## config.mk

```make
export PLATFORM = sky130hd
export DESIGN_NAME = sliding_window_lane_search
export DESIGN_NICKNAME = d
export VERILOG_FILES = /design/src/hdl/swl_pkg.sv /design/src/hdl/swl_div.sv /design/src/hdl/swl_lane.sv /design/src/hdl/sliding_window_lane_search.sv
export VERILOG_INCLUDE_DIRS = /design/src /design/src/hdl
export SDC_FILE = /design/constraint.sdc
export NUM_CORES = 1
export LEC_CHECK = 0
export BUFFER_PORTS_ARGS = -buffer_cell sky130_fd_sc_hd__buf_4
export CORE_MARGIN = 2
export CORE_UTILIZATION = 60
export CTS_CLUSTER_DIAMETER = 60
export DETAILED_ROUTE_END_ITERATION = 10
export PLACE_DENSITY = 0.83
export SLEW_MARGIN = 20
export SYNTH_ARGS = -nofsm -noshare
export SYNTH_HDL_FRONTEND = slang
export SYNTH_SLANG_ARGS = --single-unit
export TNS_END_PERCENT = 10
```

## constraint.sdc

```tcl
create_clock -name clk -period 9.5 [get_ports clk]
set_input_delay 1.9 -clock clk [delete_from_list [all_inputs] [get_ports clk]]
set_output_delay 1.9 -clock clk [all_outputs]
set_load 0.01 [all_outputs]
```

## src/hdl/sliding_window_lane_search_defines.svh

```systemverilog
// Assertion macros used by the lane search top level.
`ifndef SLIDING_WINDOW_LANE_SEARCH_DEFINES_SVH
`define SLIDING_WINDOW_LANE_SEARCH_DEFINES_SVH

// Same-cycle implication, checked on every rising edge out of reset.
`define SWL_ASSERT_NOW(name, ante, cons) \
    name: assert property (@(posedge clk) disable iff (!rst_n) (ante) |-> (cons)) \
        else $error("lane search: same-cycle check failed");

// Next-cycle implication, checked on every rising edge out of reset.
`define SWL_ASSERT_NEXT(name, ante, cons) \
    name: assert property (@(posedge clk) disable iff (!rst_n) (ante) |=> (cons)) \
        else $error("lane search: next-cycle check failed");

`endif

```

## src/hdl/swl_pkg.sv

```systemverilog
// Types, constants and helpers for the sliding window lane search.
`default_nettype none

package swl_pkg;

    // Field widths
    localparam int DIM_W      = 12;
    localparam int CFG_DIM_W  = 13;
    localparam int CFG_WIN_W  = 7;
    localparam int HALF_W     = 11;
    localparam int WIN_IDX_W  = 6;
    localparam int COUNT_W    = 24;
    localparam int SUM_W      = 36;
    localparam int QUO_W      = 13;
    localparam int BOUND_W    = 19;
    localparam int COVER_W    = 20;
    localparam int CFG_DATA_W = 13;
    localparam int CFG_IDX_W  = 2;

    // Limits and register reset values
    localparam logic [CFG_DIM_W-1:0] MAX_DIM        = 13'd4096;
    localparam logic [CFG_WIN_W-1:0] MAX_WINDOWS    = 7'd64;
    localparam int                   LANES_DEFAULT  = 2;
    localparam logic [CFG_DIM_W-1:0] RST_IMG_WIDTH  = 13'd1280;
    localparam logic [CFG_DIM_W-1:0] RST_IMG_HEIGHT = 13'd720;
    localparam logic [CFG_WIN_W-1:0] RST_WIN_COUNT  = 7'd9;
    localparam logic [HALF_W-1:0]    RST_HALF_WIDTH = 11'd100;
    localparam logic [COUNT_W-1:0]   COUNT_MAX      = '1;

    // Shared divider: one quotient bit per cycle over the full dividend
    localparam int DIV_STEPS = SUM_W;
    localparam int DIV_CNT_W = $clog2(DIV_STEPS);

    typedef enum logic {
        CMD_START = 1'b0,
        CMD_PIXEL = 1'b1
    } swl_cmd_t;

    typedef enum logic [CFG_IDX_W-1:0] {
        REG_IMAGE_WIDTH  = 2'd0,
        REG_IMAGE_HEIGHT = 2'd1,
        REG_WINDOW_COUNT = 2'd2,
        REG_HALF_WIDTH   = 2'd3
    } swl_reg_t;

    typedef struct packed {
        swl_cmd_t         cmd;
        logic [DIM_W-1:0] start_left;
        logic [DIM_W-1:0] start_right;
        logic             pixel_on;
    } swl_in_t;

    typedef struct packed {
        logic                 lane;
        logic [WIN_IDX_W-1:0] window_index;
        logic [DIM_W-1:0]     window_left;
        logic [DIM_W-1:0]     window_top;
        logic [COUNT_W-1:0]   pixel_count;
        logic [DIM_W-1:0]     next_center;
        logic                 moved;
        logic                 last;
    } swl_out_t;

    typedef struct packed {
        logic               start;
        logic [SUM_W-1:0]   dividend;
        logic [COUNT_W-1:0] divisor;
    } swl_div_req_t;

    typedef struct packed {
        logic             busy;
        logic             done;
        logic [QUO_W-1:0] quotient;
    } swl_div_rsp_t;

    typedef struct packed {
        logic             start;
        logic             hit_en;
        logic             retire;
        logic [DIM_W-1:0] column;
        logic [DIM_W-1:0] next_center;
    } swl_lane_ctl_t;

    typedef struct packed {
        logic [DIM_W-1:0]   lo;
        logic [DIM_W-1:0]   center;
        logic [COUNT_W-1:0] count;
        logic [SUM_W-1:0]   sum;
    } swl_lane_stat_t;

    // Image dimension as used: 1 .. MAX_DIM
    function automatic logic [CFG_DIM_W-1:0] clamp_dim(input logic [CFG_DIM_W-1:0] v);
        logic [CFG_DIM_W-1:0] r;
        r = v;
        if (v == '0)
            r = CFG_DIM_W'(1);
        else if (v > MAX_DIM)
            r = MAX_DIM;
        return r;
    endfunction

    // Window count as used: 1 .. MAX_WINDOWS
    function automatic logic [CFG_WIN_W-1:0] clamp_windows(input logic [CFG_WIN_W-1:0] v);
        logic [CFG_WIN_W-1:0] r;
        r = v;
        if (v == '0)
            r = CFG_WIN_W'(1);
        else if (v > MAX_WINDOWS)
            r = MAX_WINDOWS;
        return r;
    endfunction

endpackage

`default_nettype wire

```

## src/hdl/swl_div.sv

```systemverilog
// Shared restoring divider, one quotient bit per cycle.
`default_nettype none

module swl_div
    import swl_pkg::*;
(
    input  wire logic         clk,
    input  wire logic         rst_n,
    input  wire swl_div_req_t req,
    output      swl_div_rsp_t rsp
);

    logic                 busy_reg;
    logic                 done_reg;
    logic [DIV_CNT_W-1:0] cnt_reg;
    logic [SUM_W-1:0]     dvd_reg;
    logic [COUNT_W-1:0]   dvs_reg;
    logic [COUNT_W-1:0]   rem_reg;
    logic [QUO_W-1:0]     quo_reg;

    logic [COUNT_W:0]     trial;
    logic [COUNT_W:0]     diff;
    logic                 ge;
    logic [COUNT_W-1:0]   rem_next;

    // One trial subtraction
    assign trial    = {rem_reg, dvd_reg[SUM_W-1]};
    assign diff     = trial - {1'b0, dvs_reg};
    assign ge       = trial >= {1'b0, dvs_reg};
    assign rem_next = ge ? diff[COUNT_W-1:0] : trial[COUNT_W-1:0];

    // Iteration control and datapath
    always_ff @(posedge clk or negedge rst_n)
    begin
        if (!rst_n)
        begin
            busy_reg <= 1'b0;
            done_reg <= 1'b0;
            cnt_reg  <= '0;
            dvd_reg  <= '0;
            dvs_reg  <= '0;
            rem_reg  <= '0;
            quo_reg  <= '0;
        end
        else
        begin
            done_reg <= 1'b0;
            if (req.start)
            begin
                busy_reg <= 1'b1;
                cnt_reg  <= '0;
                dvd_reg  <= req.dividend;
                dvs_reg  <= req.divisor;
                rem_reg  <= '0;
                quo_reg  <= '0;
            end
            else if (busy_reg)
            begin
                rem_reg <= rem_next;
                quo_reg <= {quo_reg[QUO_W-2:0], ge};
                dvd_reg <= {dvd_reg[SUM_W-2:0], 1'b0};
                if (cnt_reg == DIV_CNT_W'(DIV_STEPS - 1))
                begin
                    busy_reg <= 1'b0;
                    done_reg <= 1'b1;
                end
                else
                    cnt_reg <= cnt_reg + 1'b1;
            end
        end
    end

    assign rsp.busy     = busy_reg;
    assign rsp.done     = done_reg;
    assign rsp.quotient = quo_reg;

endmodule

`default_nettype wire

```

## src/hdl/swl_lane.sv

```systemverilog
// One lane: window bounds, pixel count and column sum, current center.
`default_nettype none

module swl_lane
    import swl_pkg::*;
(
    input  wire logic             clk,
    input  wire logic             rst_n,
    input  wire swl_lane_ctl_t    ctl,
    input  wire logic [DIM_W-1:0] start_center,
    input  wire logic [CFG_DIM_W-1:0] width,
    input  wire logic [HALF_W-1:0] half_width,
    output      swl_lane_stat_t   stat
);

    logic [DIM_W-1:0]     center_reg;
    logic [COUNT_W-1:0]   count_reg;
    logic [SUM_W-1:0]     sum_reg;

    logic [DIM_W-1:0]     lo;
    logic [CFG_DIM_W-1:0] hi;
    logic                 hit;

    // Window bounds, left clamped at zero, right compared against the row width
    assign lo  = (center_reg >= {1'b0, half_width}) ? center_reg - {1'b0, half_width} : '0;
    assign hi  = {1'b0, center_reg} + {2'b00, half_width};
    assign hit = (ctl.column >= lo) && ({1'b0, ctl.column} < hi) && ({1'b0, ctl.column} < width);

    // Accumulators and center
    always_ff @(posedge clk or negedge rst_n)
    begin
        if (!rst_n)
        begin
            center_reg <= '0;
            count_reg  <= '0;
            sum_reg    <= '0;
        end
        else if (ctl.start)
        begin
            center_reg <= start_center;
            count_reg  <= '0;
            sum_reg    <= '0;
        end
        else if (ctl.retire)
        begin
            center_reg <= ctl.next_center;
            count_reg  <= '0;
            sum_reg    <= '0;
        end
        else if (ctl.hit_en && hit)
        begin
            if (count_reg != COUNT_MAX)
                count_reg <= count_reg + 1'b1;
            sum_reg <= sum_reg + SUM_W'(ctl.column);
        end
    end

    assign stat.lo     = lo;
    assign stat.center = center_reg;
    assign stat.count  = count_reg;
    assign stat.sum    = sum_reg;

endmodule

`default_nettype wire

```

## src/hdl/sliding_window_lane_search.sv

```systemverilog
// Top level of the sliding window lane search with its sequencer.
//
//  channel | signals                         | direction | carries
//  --------+---------------------------------+-----------+-------------------------------
//  item    | item_valid item_ready item      | into      | start command or one pixel
//  result  | result_valid result_ready result| out of    | one window result per lane
//  cfg     | cfg_valid cfg_ready cfg_index   | into      | register write, always ready
//          | cfg_data                        |           |
//
// A pixel that does not close a window leaves the item channel ready.
// A pixel closing a window holds off the item channel while each lane in turn goes through
// launch, the shared divider working out its mean, and hand-over to the result stage.
// A start transfer holds off the item channel while the same divider works out the window height.
// The result stage stalls the sequencer only when its register is still full.
// Reset clears all control state at once; there is no clearing pass.
`default_nettype none

`include "sliding_window_lane_search_defines.svh"

module sliding_window_lane_search
    import swl_pkg::*;
#(
    parameter int LANES = LANES_DEFAULT
)
(
    input  wire logic                  clk,
    input  wire logic                  rst_n,
    input  wire logic                  item_valid,
    output      logic                  item_ready,
    input  wire swl_in_t               item,
    output      logic                  result_valid,
    input  wire logic                  result_ready,
    output      swl_out_t              result,
    input  wire logic                  cfg_valid,
    output      logic                  cfg_ready,
    input  wire logic [CFG_IDX_W-1:0]  cfg_index,
    input  wire logic [CFG_DATA_W-1:0] cfg_data
);

    localparam int LANE_IDX_W = (LANES > 1) ? $clog2(LANES) : 1;
    localparam logic [LANE_IDX_W-1:0] LAST_LANE = LANE_IDX_W'(LANES - 1);

    typedef enum logic [2:0] {
        ST_IDLE,
        ST_DIV_WR,
        ST_LAUNCH,
        ST_DIV_MEAN,
        ST_EMIT
    } state_t;

    state_t                  state_reg;
    logic [LANE_IDX_W-1:0]   lane_idx_reg;
    logic                    result_valid_reg;
    swl_out_t                result_reg;

    logic [CFG_DIM_W-1:0]    img_width_reg;
    logic [CFG_DIM_W-1:0]    img_height_reg;
    logic [CFG_WIN_W-1:0]    win_count_reg;
    logic [HALF_W-1:0]       half_width_reg;

    logic [DIM_W-1:0]        row_reg;
    logic [DIM_W-1:0]        col_reg;
    logic [WIN_IDX_W-1:0]    win_num_reg;
    logic [QUO_W-1:0]        win_rows_reg;
    logic [BOUND_W-1:0]      boundary_reg;
    logic                    active_reg;
    logic [WIN_IDX_W-1:0]    res_win_reg;
    logic [DIM_W-1:0]        res_top_reg;
    logic [QUO_W-1:0]        mean_reg;

    logic [CFG_DIM_W-1:0]    w_c;
    logic [CFG_DIM_W-1:0]    h_c;
    logic [CFG_WIN_W-1:0]    n_c;
    logic [COVER_W-1:0]      covered;
    logic [CFG_DIM_W-1:0]    col_next;
    logic [CFG_DIM_W-1:0]    rows_done;
    logic                    col_last;
    logic                    win_end;
    logic                    wn_step;
    logic [DIM_W-1:0]        top;
    logic                    item_fire;
    logic                    start_fire;
    logic                    pix_fire;
    logic                    emit_load;
    logic                    moved;
    swl_out_t                emit_data;
    swl_lane_stat_t          sel;
    swl_div_req_t            div_req;
    swl_div_rsp_t            div_rsp;
    swl_lane_ctl_t           lane_ctl  [LANES];
    swl_lane_stat_t          lane_stat [LANES];

    // Handshakes
    assign item_ready   = (state_reg == ST_IDLE);
    assign item_fire    = item_valid && item_ready;
    assign start_fire   = item_fire && (item.cmd == CMD_START);
    assign pix_fire     = item_fire && (item.cmd == CMD_PIXEL) && active_reg;
    assign cfg_ready    = 1'b1;
    assign result_valid = result_valid_reg;
    assign result       = result_reg;

    // Configuration registers
    always_ff @(posedge clk or negedge rst_n)
    begin
        if (!rst_n)
        begin
            img_width_reg  <= RST_IMG_WIDTH;
            img_height_reg <= RST_IMG_HEIGHT;
            win_count_reg  <= RST_WIN_COUNT;
            half_width_reg <= RST_HALF_WIDTH;
        end
        else if (cfg_valid && cfg_ready)
        begin
            unique case (swl_reg_t'(cfg_index))
                REG_IMAGE_WIDTH:  img_width_reg  <= cfg_data;
                REG_IMAGE_HEIGHT: img_height_reg <= cfg_data;
                REG_WINDOW_COUNT: win_count_reg  <= cfg_data[CFG_WIN_W-1:0];
                REG_HALF_WIDTH:   half_width_reg <= cfg_data[HALF_W-1:0];
                default:          img_width_reg  <= img_width_reg;
            endcase
        end
    end

    // Live, clamped geometry
    assign w_c = clamp_dim(img_width_reg);
    assign h_c = clamp_dim(img_height_reg);
    assign n_c = clamp_windows(win_count_reg);

    // Row, column and window bookkeeping for the pixel being taken
    assign covered   = COVER_W'(n_c) * COVER_W'(win_rows_reg);
    assign col_next  = {1'b0, col_reg} + 1'b1;
    assign rows_done = {1'b0, row_reg} + 1'b1;
    assign col_last  = col_next >= w_c;
    assign win_end   = col_last && (win_rows_reg != '0) && (COVER_W'(rows_done) <= covered)
                       && (BOUND_W'(rows_done) == boundary_reg);
    assign wn_step   = ({1'b0, win_num_reg} + 1'b1) < n_c;
    assign top       = (boundary_reg >= BOUND_W'(h_c)) ? '0
                       : DIM_W'(h_c - boundary_reg[CFG_DIM_W-1:0]);

    // Frame state
    always_ff @(posedge clk or negedge rst_n)
    begin
        if (!rst_n)
        begin
            row_reg      <= '0;
            col_reg      <= '0;
            win_num_reg  <= '0;
            win_rows_reg <= '0;
            boundary_reg <= '0;
            active_reg   <= 1'b0;
            res_win_reg  <= '0;
            res_top_reg  <= '0;
            mean_reg     <= '0;
        end
        else
        begin
            if (start_fire)
            begin
                row_reg      <= '0;
                col_reg      <= '0;
                win_num_reg  <= '0;
                win_rows_reg <= '0;
                boundary_reg <= '0;
                active_reg   <= 1'b1;
            end
            else if (pix_fire)
            begin
                if (win_end)
                begin
                    res_win_reg <= win_num_reg;
                    res_top_reg <= top;
                    if (wn_step)
                    begin
                        win_num_reg  <= win_num_reg + 1'b1;
                        boundary_reg <= boundary_reg + BOUND_W'(win_rows_reg);
                    end
                end
                if (col_last)
                begin
                    col_reg <= '0;
                    if (rows_done >= h_c)
                        active_reg <= 1'b0;
                    else
                        row_reg <= rows_done[DIM_W-1:0];
                end
                else
                    col_reg <= col_next[DIM_W-1:0];
            end
            if ((state_reg == ST_DIV_WR) && div_rsp.done)
            begin
                win_rows_reg <= div_rsp.quotient;
                boundary_reg <= BOUND_W'(div_rsp.quotient);
            end
            if ((state_reg == ST_DIV_MEAN) && div_rsp.done)
                mean_reg <= div_rsp.quotient;
        end
    end

    // Lane units
    for (genvar k = 0; k < LANES; k++)
    begin : g_lane
        assign lane_ctl[k].start       = start_fire;
        assign lane_ctl[k].hit_en      = pix_fire && item.pixel_on && (win_rows_reg != '0)
                                         && (COVER_W'(row_reg) < covered);
        assign lane_ctl[k].retire      = emit_load && (lane_idx_reg == LANE_IDX_W'(k));
        assign lane_ctl[k].column      = col_reg;
        assign lane_ctl[k].next_center = emit_data.next_center;

        swl_lane u_lane (
            .clk          (clk),
            .rst_n        (rst_n),
            .ctl          (lane_ctl[k]),
            .start_center ((k == 0) ? item.start_left : item.start_right),
            .width        (w_c),
            .half_width   (half_width_reg),
            .stat         (lane_stat[k])
        );
    end

    assign sel = lane_stat[lane_idx_reg];

    // Shared divider: window height at start, lane mean at each window end
    assign div_req.start    = start_fire || (state_reg == ST_LAUNCH);
    assign div_req.dividend = (state_reg == ST_IDLE) ? SUM_W'(h_c) : sel.sum;
    assign div_req.divisor  = (state_reg == ST_IDLE) ? COUNT_W'(n_c) : sel.count;

    swl_div u_div (
        .clk   (clk),
        .rst_n (rst_n),
        .req   (div_req),
        .rsp   (div_rsp)
    );

    // Result for the selected lane
    assign moved     = (sel.count != '0) && (mean_reg != '0);
    assign emit_load = (state_reg == ST_EMIT) && (!result_valid_reg || result_ready);

    always_comb
    begin
        emit_data.lane         = 1'(lane_idx_reg);
        emit_data.window_index = res_win_reg;
        emit_data.window_left  = sel.lo;
        emit_data.window_top   = res_top_reg;
        emit_data.pixel_count  = sel.count;
        emit_data.next_center  = moved ? mean_reg[DIM_W-1:0] : sel.center;
        emit_data.moved        = moved;
        emit_data.last         = (lane_idx_reg == LAST_LANE);
    end

    // Sequencer and output register
    always_ff @(posedge clk or negedge rst_n)
    begin
        if (!rst_n)
        begin
            state_reg        <= ST_IDLE;
            lane_idx_reg     <= '0;
            result_valid_reg <= 1'b0;
            result_reg       <= '0;
        end
        else
        begin
            // a new result takes the register as the old one leaves
            if (emit_load)
                result_valid_reg <= 1'b1;
            else if (result_valid_reg && result_ready)
                result_valid_reg <= 1'b0;
            unique case (state_reg)
                ST_IDLE:
                begin
                    if (start_fire)
                        state_reg <= ST_DIV_WR;
                    else if (pix_fire && win_end)
                    begin
                        state_reg    <= ST_LAUNCH;
                        lane_idx_reg <= '0;
                    end
                end
                ST_DIV_WR:
                begin
                    if (div_rsp.done)
                        state_reg <= ST_IDLE;
                end
                ST_LAUNCH:
                    state_reg <= ST_DIV_MEAN;
                ST_DIV_MEAN:
                begin
                    if (div_rsp.done)
                        state_reg <= ST_EMIT;
                end
                ST_EMIT:
                begin
                    if (emit_load)
                    begin
                        result_reg <= emit_data;
                        if (lane_idx_reg == LAST_LANE)
                            state_reg <= ST_IDLE;
                        else
                        begin
                            lane_idx_reg <= LANE_IDX_W'(lane_idx_reg + 1'b1);
                            state_reg    <= ST_LAUNCH;
                        end
                    end
                end
                default:
                    state_reg <= ST_IDLE;
            endcase
        end
    end

    // Checks
    `SWL_ASSERT_NOW(a_done_when_waiting, div_rsp.done, (state_reg == ST_DIV_WR) || (state_reg == ST_DIV_MEAN))
    `SWL_ASSERT_NOW(a_div_idle_in_idle, state_reg == ST_IDLE, !div_rsp.busy)
    `SWL_ASSERT_NEXT(a_window_end_launch, pix_fire && win_end, state_reg == ST_LAUNCH)
    `SWL_ASSERT_NOW(a_boundary_track, active_reg && (state_reg != ST_DIV_WR), COVER_W'(boundary_reg) == (COVER_W'(win_num_reg) + 20'd1) * COVER_W'(win_rows_reg))

endmodule

`default_nettype wire
```

* After elaboration in Yosys (flattened, before gate mapping) *
Index checks and enable logic that the tools add are counted.

cells by class
  reduce and logical (&&, ||, !) cells = 68
  multiply operators = 1
  bitwise operators = 4
  multiplexer cells = 85
  equal/unequal tests = 19
  $lt $le $gt $ge = 18
  add/subtract/negate cells = 17

operator list
  cell                                            count
  two-way mux 36 bit                              9
  two-way mux 24 bit                              12
  two-way mux 84 bit                              3
  two-way mux 12 bit                              15
  two-way mux 13 bit                              8
  two-way mux 19 bit                              5
  adder 36 x 12 -> 36 bit                         2
  adder 24 x 1 -> 24 bit (second input constant)  2
  inequality test 24 bit (second input constant)  2
  two-way mux 6 bit                               7
  less-than comparator 12 x 13 -> 1 bit           3
  adder 12 x 1 -> 13 bit (second input constant)  2
  adder 12 x 11 -> 13 bit                         2
  greater-or-equal comparator 13 bit              2
  > comparator 13 bit (second input constant)     2
  zero test 13 bit                                2
  nonzero test 13 bit                             2
  greater-or-equal comparator 25 x 24 -> 1 bit    1
  greater-or-equal comparator 12 x 11 -> 1 bit    2
  greater-or-equal comparator 12 bit              2
  logical AND 1 bit                               24
  nonzero test 24 bit                             1
  subtractor 12 x 11 -> 12 bit                    2
  subtractor 24 bit                               1
  40 further kinds                                99

word-level totals
  logic and storage cells = 248
  output and inout port bits = 72
  flip-flop bits (word level) = 460
  input bits = 46

* Depth between registers and ports, before layout *
Gate-level depths: netlist of run 1.

  word-level depth = 11
  depth in mapped cells = 31
  depth with buffers taken out = 27

* Hierarchy *
Synthesis of run 1 repeated with hierarchy kept, for this count alone.

unflattened totals
  cell total of the unflattened synthesis = 3,890
  area, all modules = 34,674.5 µm²

by module, submodules not included
  module                       times used  area each (µm²)  cells an instance  seq. area each (µm²)
  sliding_window_lane_search   1           16,280.6         1,769              5,293.8
  swl_lane (g_lane[1].u_lane)  1           6,282.3          742                1,801.7
  swl_lane (g_lane[0].u_lane)  1           6,060.8          714                1,801.7
  swl_div                      1           6,050.8          665                2,627.5

* Worst setup path before layout of run 1 *
OpenSTA, ideal clock, no wires.

  path kind = register to register
  from = register win_count_reg[6]
  to = register lane_idx_reg
  stages on the path, launching flop included = 26
  period minus slack after synthesis = 6.432 ns
  arrival time = 6.367 ns
  path buffers = 5
  data required time = 9.435 ns
  path slack = 3.068 ns
  setup time = 0.065 ns
  cells stage by stage = dfrtp_1 -> clkbuf_1 -> nor2b_1 -> clkbuf_1 -> and2_1 -> fa_1 -> fa_1 -> fa_1 -> inv_1 -> fa_1 -> inv_1 -> ha_1 -> clkbuf_1 -> nand2_1 -> o21ai_1 -> or2_0 -> o221ai_1 -> ha_1 -> and3_1 -> nand3_1 -> a21o_1 -> a2111o_1 -> o211ai_1 -> clkbuf_1 -> clkbuf_1 -> o21a_1

on the way
  longest elaborated chain between the ends = 10
  elaborated cells between the ends (all ways) = 11
  those cells by class = mul: 1; order compare: 2; eq/ne: 1; mux: 2; reduce/logical: 5

RTL lines
  what                                                 RTL line                           source
  start, declared                                      sliding_window_lane_search.sv:58   logic [CFG_WIN_W-1:0] win_count_reg;
  start signal, assigned                               sliding_window_lane_search.sv:117  REG_WINDOW_COUNT: win_count_reg <= cfg_data[CFG_WIN_W-1:0];
  > comparator 7 bit                                   swl_pkg.sv:108                     else if (v > MAX_WINDOWS)
  two-way mux 7 bit                                    swl_pkg.sv:108
  two-way mux 7 bit (*)                                swl_pkg.sv:106                     if (v == '0)
  multiplier 7 x 13 -> 20 bit (*)                      sliding_window_lane_search.sv:130  assign covered = COVER_W'(n_c) * COVER_W'(win_rows_reg);
  less-or-equal comparator 13 x 20 -> 1 bit (*)        sliding_window_lane_search.sv:134  assign win_end = col_last && (win_rows_reg != '0) && (COVER_W'(rows_done) <= covered)
  logical AND 1 bit (*)                                sliding_window_lane_search.sv:134
  logical AND 1 bit (*)                                sliding_window_lane_search.sv:135  && (BOUND_W'(rows_done) == boundary_reg);
  logical AND 1 bit (*)                                sliding_window_lane_search.sv:272  else if (pix_fire && win_end)
  inequality test 2 x 1 -> 1 bit (no source line) (*)  --
  AND reduction 4 bit (no source line) (*)             --
  end signal, assigned                                 sliding_window_lane_search.sv:299  lane_idx_reg <= LANE_IDX_W'(lane_idx_reg + 1'b1);
  end, declared                                        sliding_window_lane_search.sv:52   logic [LANE_IDX_W-1:0] lane_idx_reg;

Mark *: on every way between the ends. The rest lies on a longest branch, timed or not.
A chain may end at the register's enable or synchronous reset.

* Worst setup path after layout of run 1 *
  from = register win_count_reg[6]
  to = register g_lane[0].u_lane.sum_reg[25]

on the way
  longest elaborated chain between the ends = 8
  elaborated cells between the ends (all ways) = 9
  those cells by class = mul: 1; order compare: 2; mux: 2; reduce/logical: 4

RTL lines
  what                                       RTL line                           source
  > comparator 7 bit                         swl_pkg.sv:108
  two-way mux 7 bit                          swl_pkg.sv:108
  two-way mux 7 bit (*)                      swl_pkg.sv:106
  multiplier 7 x 13 -> 20 bit (*)            sliding_window_lane_search.sv:130
  less-than comparator 12 x 20 -> 1 bit (*)  sliding_window_lane_search.sv:204  && (COVER_W'(row_reg) < covered);
  logical AND 1 bit (*)                      sliding_window_lane_search.sv:204
  logical AND 1 bit (*)                      swl_lane.sv:50                     else if (ctl.hit_en && hit)
  nonzero test 3 bit (no source line) (*)    --
  end signal, assigned                       swl_lane.sv:54                     sum_reg <= sum_reg + SUM_W'(ctl.column);
  end, declared                              swl_lane.sv:18                     logic [SUM_W-1:0] sum_reg;

Marks and branches as above.

==> results of run 1 <==
## cell type report
class,count,area share (%)
diodes,1,0.006983
inverters,200,2.095
repair buffers,145,3.150
multi-input cells,2785,55.33
clock buffers,73,4.246
well taps,696,2.430
flip-flops and latches,460,32.18
clock inverters,17,0.5622
## synthesized netlist by cell type, types with 55 or more instances
cell type and number:
dfrtp_1 449, nand2_1 413, ha_1 288, nor2_1 227
a21oi_1 202, o21ai_0 201, inv_1 200, nand3_1 155
clkbuf_1 136, mux2i_1 126, and2_1 101, xnor2_1 93
mux2_2 91, xor2_1 85, nand4_1 73, fa_1 63
o21ai_1 60, a21o_1 55
## metrics by stage
stage                     hold slack [ns]  std cells  cell area (µm²)  worst slack, ns  power, W
final                              0.4655       4377            35830            1.029  0.008929
after global routing               0.4870       4376            35830           0.5161  0.009533
after CTS                          0.4672       4375            35800            1.155  0.008878
after detailed placement           0.4464       4285            34080            1.201  0.006802
after global placement             0.4462       4285            34080            1.373  0.006669
after floorplan                    0.4331       3620            32710            3.068  0.005696
## worst max-delay path: cells and delay by family (launching register included)
kind | cells | cell delay, ns
buffers and inverters | 2 | 0.10
XOR/XNOR | 1 | 0.23
flip-flops | 1 | 0.63
AND/OR/NAND/NOR | 6 | 2.74
adder cells (fa/ha/maj) | 6 | 2.60
AO/OA/AOI/OAI | 7 | 2.04
## layer usage
metal	GRT usage [%]	wire, µm
met1	43.81	38090
met2	51.92	41670
met3	4.355	6716
met4	12.94	3674
met5	0	0
## report_power, final
group          switching, W  internal [W]  total, W  leakage (nW)
combinational       0.00243       0.00173   0.00416          10.3
clock              0.000830       0.00122   0.00205         0.855
sequential         0.000430       0.00229   0.00272          6.11
## how the worst max path moves through the flow
stage                                           to
finish                g_lane[0].u_lane.sum_reg[25]
global route          g_lane[0].u_lane.sum_reg[23]
global placement    g_lane[0].u_lane.count_reg[19]
floorplan                             lane_idx_reg
detailed placement  g_lane[1].u_lane.count_reg[16]
CTS                   g_lane[0].u_lane.sum_reg[25]
## logic make-up after synthesis
kind of cell	after synthesis
xor+xnor	179
simple gates	1265
mux	217
flops	460
other cells	1
compound gates	772
buf+inv	375
fa+ha+maj	351
==> metrics.md, run 1 <==
| Metric | Value |
|---|---|
| Critical Path RT | `10.01 ns` |
| Later-pin clock latency in the skew report | `0.61 ns` |
| Fin crit share | `between 80% and 90%` |
| Worst setup SP type | `flip-flop` |
| Cell variety after synth | `89` |
| Critical path type | `flip-flop to flip-flop` |
| Die height | `around 240 µm` |
| Max incr delay on CP | `approximately 0.77 ns` |
| Worst slew margin | `a little under a quarter` |
| Post-CTS Setup Inserts | `0` |
| R2r startpoint | `win_count_reg[6]` |
| Post-synth top flop | `dfrtp_1` |
| Detailed Route Iter0 Violations | `around 2600` |
| Slowest CP cell | `nor2b_1` |
| First-pass GRT wire length | `about 140000 µm` |
| Number of global-route vias before repair | `26690` |
| Max Cap Viol | `0` |
| Mean Syn Cell Area | `9.037 µm²` |
| Final core area utilization | `about two thirds` |
| Least-Margin Pin Slew | `roughly 1.2 ns` |
| DRC viols | `0` |
| Critical path endpoint category | `flip-flop` |
| Worst Hold End | `result[67]` |
| TritonCTS Sinks | `460` |
| Seq/Total Area, Yosys | `35.23%` |
| Core area | `approximately 54000 µm²` |
| Initial antenna violation count | `1` |
| RSZ-0062 raised after global routing | `no` |
| Routed vias | `between 20000 and 30000` |
| CP max FO | `22` |
| PwrDens | `between 200 and 250 nW/µm²` |
| Cells after Synth | `3620` |
| GRT Total Usage | `between 30% and 40%` |
| Die Wd | `~240 µm` |
| Max Clock Freq | `approximately 120 MHz` |
| Share of layout cells above drive strength 1 | `10.43%` |
| Most frequent cells in the layout | `447 x dfrtp_1, 412 x nand2_1, 288 x ha_1, 221 x nor2_1, 201 x a21oi_1` |
| Synth warn | `0` |
| Mux contribution to synthesized area | `roughly 7%` |
| Starting Density | `approximately three fifths` |
| CTS tree | `done` |
| Hold Crit Class | `flip-flop to flip-flop` |
| Post-route ant nets | `0` |
| Flop-to-flop setup slack | `~1.0 ns` |
| P_leak | `17.29 nW` |
| Critical-path cell list | `nor2b_1 -> and2_1 -> fa_1 -> fa_1 -> fa_1 -> inv_1 -> fa_1 -> inv_1 -> ha_1 -> a21o_1 -> nor2_1 -> o21bai_1 -> a21oi_1 -> xor2_1 -> ha_1 -> nand4_1 -> o211ai_1 -> o221ai_1 -> o41a_1 -> nand3_1 -> or4_1 -> a21oi_1` |
| Worst r2r path cells | `22` |
| Total Nets Final | `a little over 4000` |
| Io pins | `118` |
| Post-synth EDFFs | `0` |
| Clk_skew | `roughly 0.033 ns` |
| Commonest non-fill, non-tap cell in the layout | `dfrtp_1` |
| Post-CTS resize count | `0` |
| Synth area leader | `dfrtp_1` |
| Final worst path period need | `approximately 8.5 ns` |
| Status | `finished, final reports clean` |
| Hold Crit Depth | `2` |
| Synth area leaders | `dfrtp_1 34%, ha_1 11%, nand2_1 4.7%` |
| VDD IR-drop max | `approximately 0.20 mV` |
| XOR/XNOR Fraction of Synth Area | `about 4.8%` |
| Worst hold start | `res_win_reg[5]` |
| Compound-Gate Fraction of Synth Area | `14.77%` |
| Post-detail-place hpwl | `around 65000 µm` |
| Worst reg2reg endpoint | `g_lane[0].u_lane.sum_reg[25]` |
| Root Buffer | `clkbuf_16` |
| # fillers | `4228` |
| Post-Route WL | `around 90000 µm` |
| Vias/cell | `around 6.3` |
| Main combinational cell family by area after synthesis | `simple AND/OR/NAND/NOR gates` |
| Final Hold Viols | `0` |
| Critical Path Source | `win_count_reg[6]` |
| Wirelength per Cell | `roughly 20 µm` |
| Total CTS buffers | `50` |
| Synthesis-stage register bit count | `460` |
| Reg clk slew, reported paths | `approximately 0.070 ns` |
| Detailed Routing Iterations Pass 1 | `6` |
| Reg area | `between 10000 and 15000 µm²` |
| Area growth, synth to finish | `9.535%` |
| Multi-input gate area | `~20000 µm²` |
| Post-synthesis adder-cell area fraction | `about 15%` |
| Net Count, Synth | `between 4000 and 5000` |
| GP Congestion | `around 0.96` |
| Clk buf depth | `3` |
| Asr flop ratio synth | `100.0%` |
| # setup viols final | `0` |
| Cts hold-fix bufs | `0` |
| Input/output buffers | `116` |
| Site Rows | `85` |
| Setup TNS | `0 ns` |
| Worst Path Arrival | `around 9 ns` |
| Simple-Gate Fraction of Synth Area | `18.84%` |
| Die area | `between 50000 and 60000 µm²` |
| Pin count of the biggest net entering global routing | `approximately 130` |
| Global route overflow | `0` |
| Synth top area share | `34.35%` |
| Max reg flops | `72` |
| Cell repeated most along the worst path | `fa_1` |
| Mapped cell area | `32710 µm²` |
| H-tree levels | `2` |
| Final Max Tran Viols | `0` |
Power figures use the tool's default switching activity.
==> run 2: changes to the inputs <==
Settings changed: CORE_UTILIZATION 60 to 58.
Clock period 9.5 ns to 7.7 ns, I/O delays scaled along.
==> run 2 against run 1 <==
  * Routed wire length about the same
  * Sequential cell count unchanged
  * Critical path depth rose by 4
  * Register-to-register slack worse by 0.64 ns
  * Via count down 0.58%
  * Worst setup slack lost 0.64 ns
  * Combinational power increased by 25%
  * Non-clock buffer count rose by 12
  * Core utilization is 2.4 points lower
  * First-iteration DRC count shrank 0.47%
  * Maximum frequency increased by 16%
==> metrics.md, run 2 (same netlist as run 1, synthesis figures left out) <==
| Metric | Value |
|---|---|
| Fin area | `35960 µm² (+0.36%)` |
| Hold_ws | `0.4642 ns (-0.001284 ns)` |
| VDD IR-drop max | `0.2107 mV (+3.0%)` |
| Total Nets Final | `4051 (+0.30%)` |
| Global route overflow | `0 (unchanged)` |
| Critical Path RT | `8.21 ns (-1.80 ns)` |
| Reg clk slew, reported paths | `0.06 ns (about the same)` |
| CTS tree | `done` |
| Die height | `241.5 µm (+1.7%)` |
| TritonCTS Sinks | `460 (unchanged)` |
| DRC viols | `0 (unchanged)` |
| Detailed Route Iter0 Violations | `2557 (-0.47%)` |
| Root Buffer | `clkbuf_16` |
| Clk_skew | `0.02496 ns (-0.007685 ns)` |
| Initial antenna violation count | `2 (+1)` |
| Post-Route WL | `90230 µm (about the same)` |
| Pin count of the biggest net entering global routing | `176 (+32%)` |
| Cts hold-fix bufs | `0 (unchanged)` |
| Final worst path period need | `7.311 ns (-1.160 ns)` |
| Worst slew margin | `22.10% (-0.42 points)` |
| Post-CTS Setup Inserts | `0 (unchanged)` |
| Max Cap Viol | `0 (unchanged)` |
| Detailed Routing Iterations Pass 1 | `6 (unchanged)` |
| Vias/cell | `6.198 (-2.2%)` |
| Routed vias | `27570 (-0.58%)` |
| Max reg flops | `72 (unchanged)` |
| Final core area utilization | `64.15% (-2.4 points)` |
| Placed insts | `4358 (+1.7%)` |
| Placed Area | `34260 µm² (+0.52%)` |
| Post-CTS resize count | `0 (unchanged)` |
| Worst Path Arrival | `7.82 ns (-1.16 ns)` |
| Site Rows | `87 (+2.4%)` |
| First-pass GRT wire length | `143500 µm (-0.57%)` |
| Least-Margin Pin Slew | `1.163 ns (+0.003675 ns)` |
| GP Congestion | `0.9921 (+3.4%)` |
| Starting Density | `58.36% (-2.4 points)` |
| Post-route ant nets | `0 (unchanged)` |
| Wirelength per Cell | `20.28 µm (-1.5%)` |
| Later-pin clock latency in the skew report | `0.61 ns (about the same)` |
| GRT Total Usage | `31.29% (-0.79 points)` |
| PwrDens | `307.6 nW/µm² (+23%)` |
| Final Max Tran Viols | `0 (unchanged)` |
| Core area | `56060 µm² (+4.2%)` |
| Input/output buffers | `116 (unchanged)` |
| Total CTS buffers | `50 (unchanged)` |
| # fillers | `4424 (+4.6%)` |
| Final Hold Viols | `0 (unchanged)` |
| Hold Crit Class | `flip-flop to flip-flop` |
| Post-detail-place hpwl | `65180 µm (+0.67%)` |
| CP max FO | `18 (-18%)` |
| Most frequent cells in the layout | `447 x dfrtp_1, 412 x nand2_1, 288 x ha_1, 222 x nor2_1, 201 x a21oi_1` |
| Clk buf depth | `3 (unchanged)` |
| Number of global-route vias before repair | `26600 (-0.31%)` |
| Max Clock Freq | `136.8 MHz (+16%)` |
| P_leak | `17.32 nW (+0.15%)` |
| H-tree levels | `2 (unchanged)` |
| Post-route insts no fill | `4449 (+1.6%)` |
| Die Wd | `241.5 µm (+1.7%)` |
| Critical path endpoint category | `flip-flop` |
| Status | `finished, final reports clean` |
| Worst setup SP type | `flip-flop` |
| # setup viols final | `0 (unchanged)` |
| Share of layout cells above drive strength 1 | `10.70% (+0.26 points)` |
| Critical path type | `flip-flop to flip-flop` |
| Fin crit share | `94.95% (+5.8 points)` |
| Pwr Total | `0.01106 W (+24%)` |
| Io pins | `118 (unchanged)` |
| Area growth, synth to finish | `9.933%` |
| Die area | `58320 µm² (+3.4%)` |
| Commonest non-fill, non-tap cell in the layout | `dfrtp_1` |
## run 2: changes by cell type in the layout (fill, tap and decap cells not counted), moves of 2 or more
cell,previous run,this run
clkinv_4,1,3
clkinv_2,9,6
clkinvlp_4,1,4
clkbuf_16,53,51
buf_4,142,154
## run 2: worst paths after layout
check / startpoint / to / slack [ns] / depth (start not counted)
setup / recovery: win_count_reg[6] / g_lane[0].u_lane.count_reg[9] / 0.39 / 26
hold / removal: res_win_reg[0] / result[62] / 0.46 / 2
setup reg to reg: win_count_reg[6] / g_lane[0].u_lane.count_reg[9] / 0.39 / 26
hold reg to reg: res_win_reg[0] / result[62] / 0.46 / 2
max in group asynchronous: rst_n / g_lane[1].u_lane.sum_reg[18] / 5.10 / 2
min in group asynchronous: rst_n / row_reg[10] / 0.95 / 1
## run 2: through the flow
step	setup TNS (ns)	setup slack [ns]
2_1_floorplan	0	1.268
3_3_place_gp	0	0.5440
3_5_place_dp	0	0.4094
4_1_cts	0	0.3557
5_1_grt	-0.006861	-0.004886
6_report	0	0.3892
## run 2: cell type report
cell class,instances,area [µm²],area share [%]
multi-input cells,2785,19830,55.13
flip-flops and latches,460,11530,32.07
inverters,200,750.7,2.087
diodes,1,2.502,0.006958
clock inverters,19,231.5,0.6436
well taps,756,945.9,2.630
repair buffers,157,1211,3.368
clock buffers,71,1461,4.064
## run 2: layer usage
layer	vias to the layer above	wire [µm]	GRT usage, %	share of wire, %
met4	4	3900	13.24	4.3
met3	228	6776	4.957	7.5
li1	12850	-	-	-
met5	-	25	0	0.028
met2	1108	41980	50.80	47
met1	13380	37550	41.80	42
## run 2: power breakdown
part | switching [W] | internal, W | total, W
Clock | 0.00104 | 0.00146 | 0.00249
Sequential | 0.000525 | 0.00283 | 0.00335
Combinational | 0.00305 | 0.00216 | 0.00521
Total | 0.00461 | 0.00645 | 0.0111
## run 2: critical path, cell delays in order, from the launching register on
cell	delay [ns]
dfrtp_1	0.41
buf_4	0.20
nor2b_1	0.12
buf_4	0.19
and2_1	0.16
fa_1	0.45
fa_1	0.52
fa_1	0.56
inv_1	0.06
fa_1	0.53
inv_1	0.04
ha_1	0.37
o211ai_1	0.12
a21oi_1	0.08
nor2_1	0.23
o21bai_1	0.09
a21oi_1	0.17
xor2_1	0.22
ha_1	0.29
nand4_1	0.11
o211ai_1	0.13
o221ai_2	0.31
o41a_1	0.43
buf_4	0.25
nand4_1	0.47
or3_1	0.51
a21oi_1	0.16
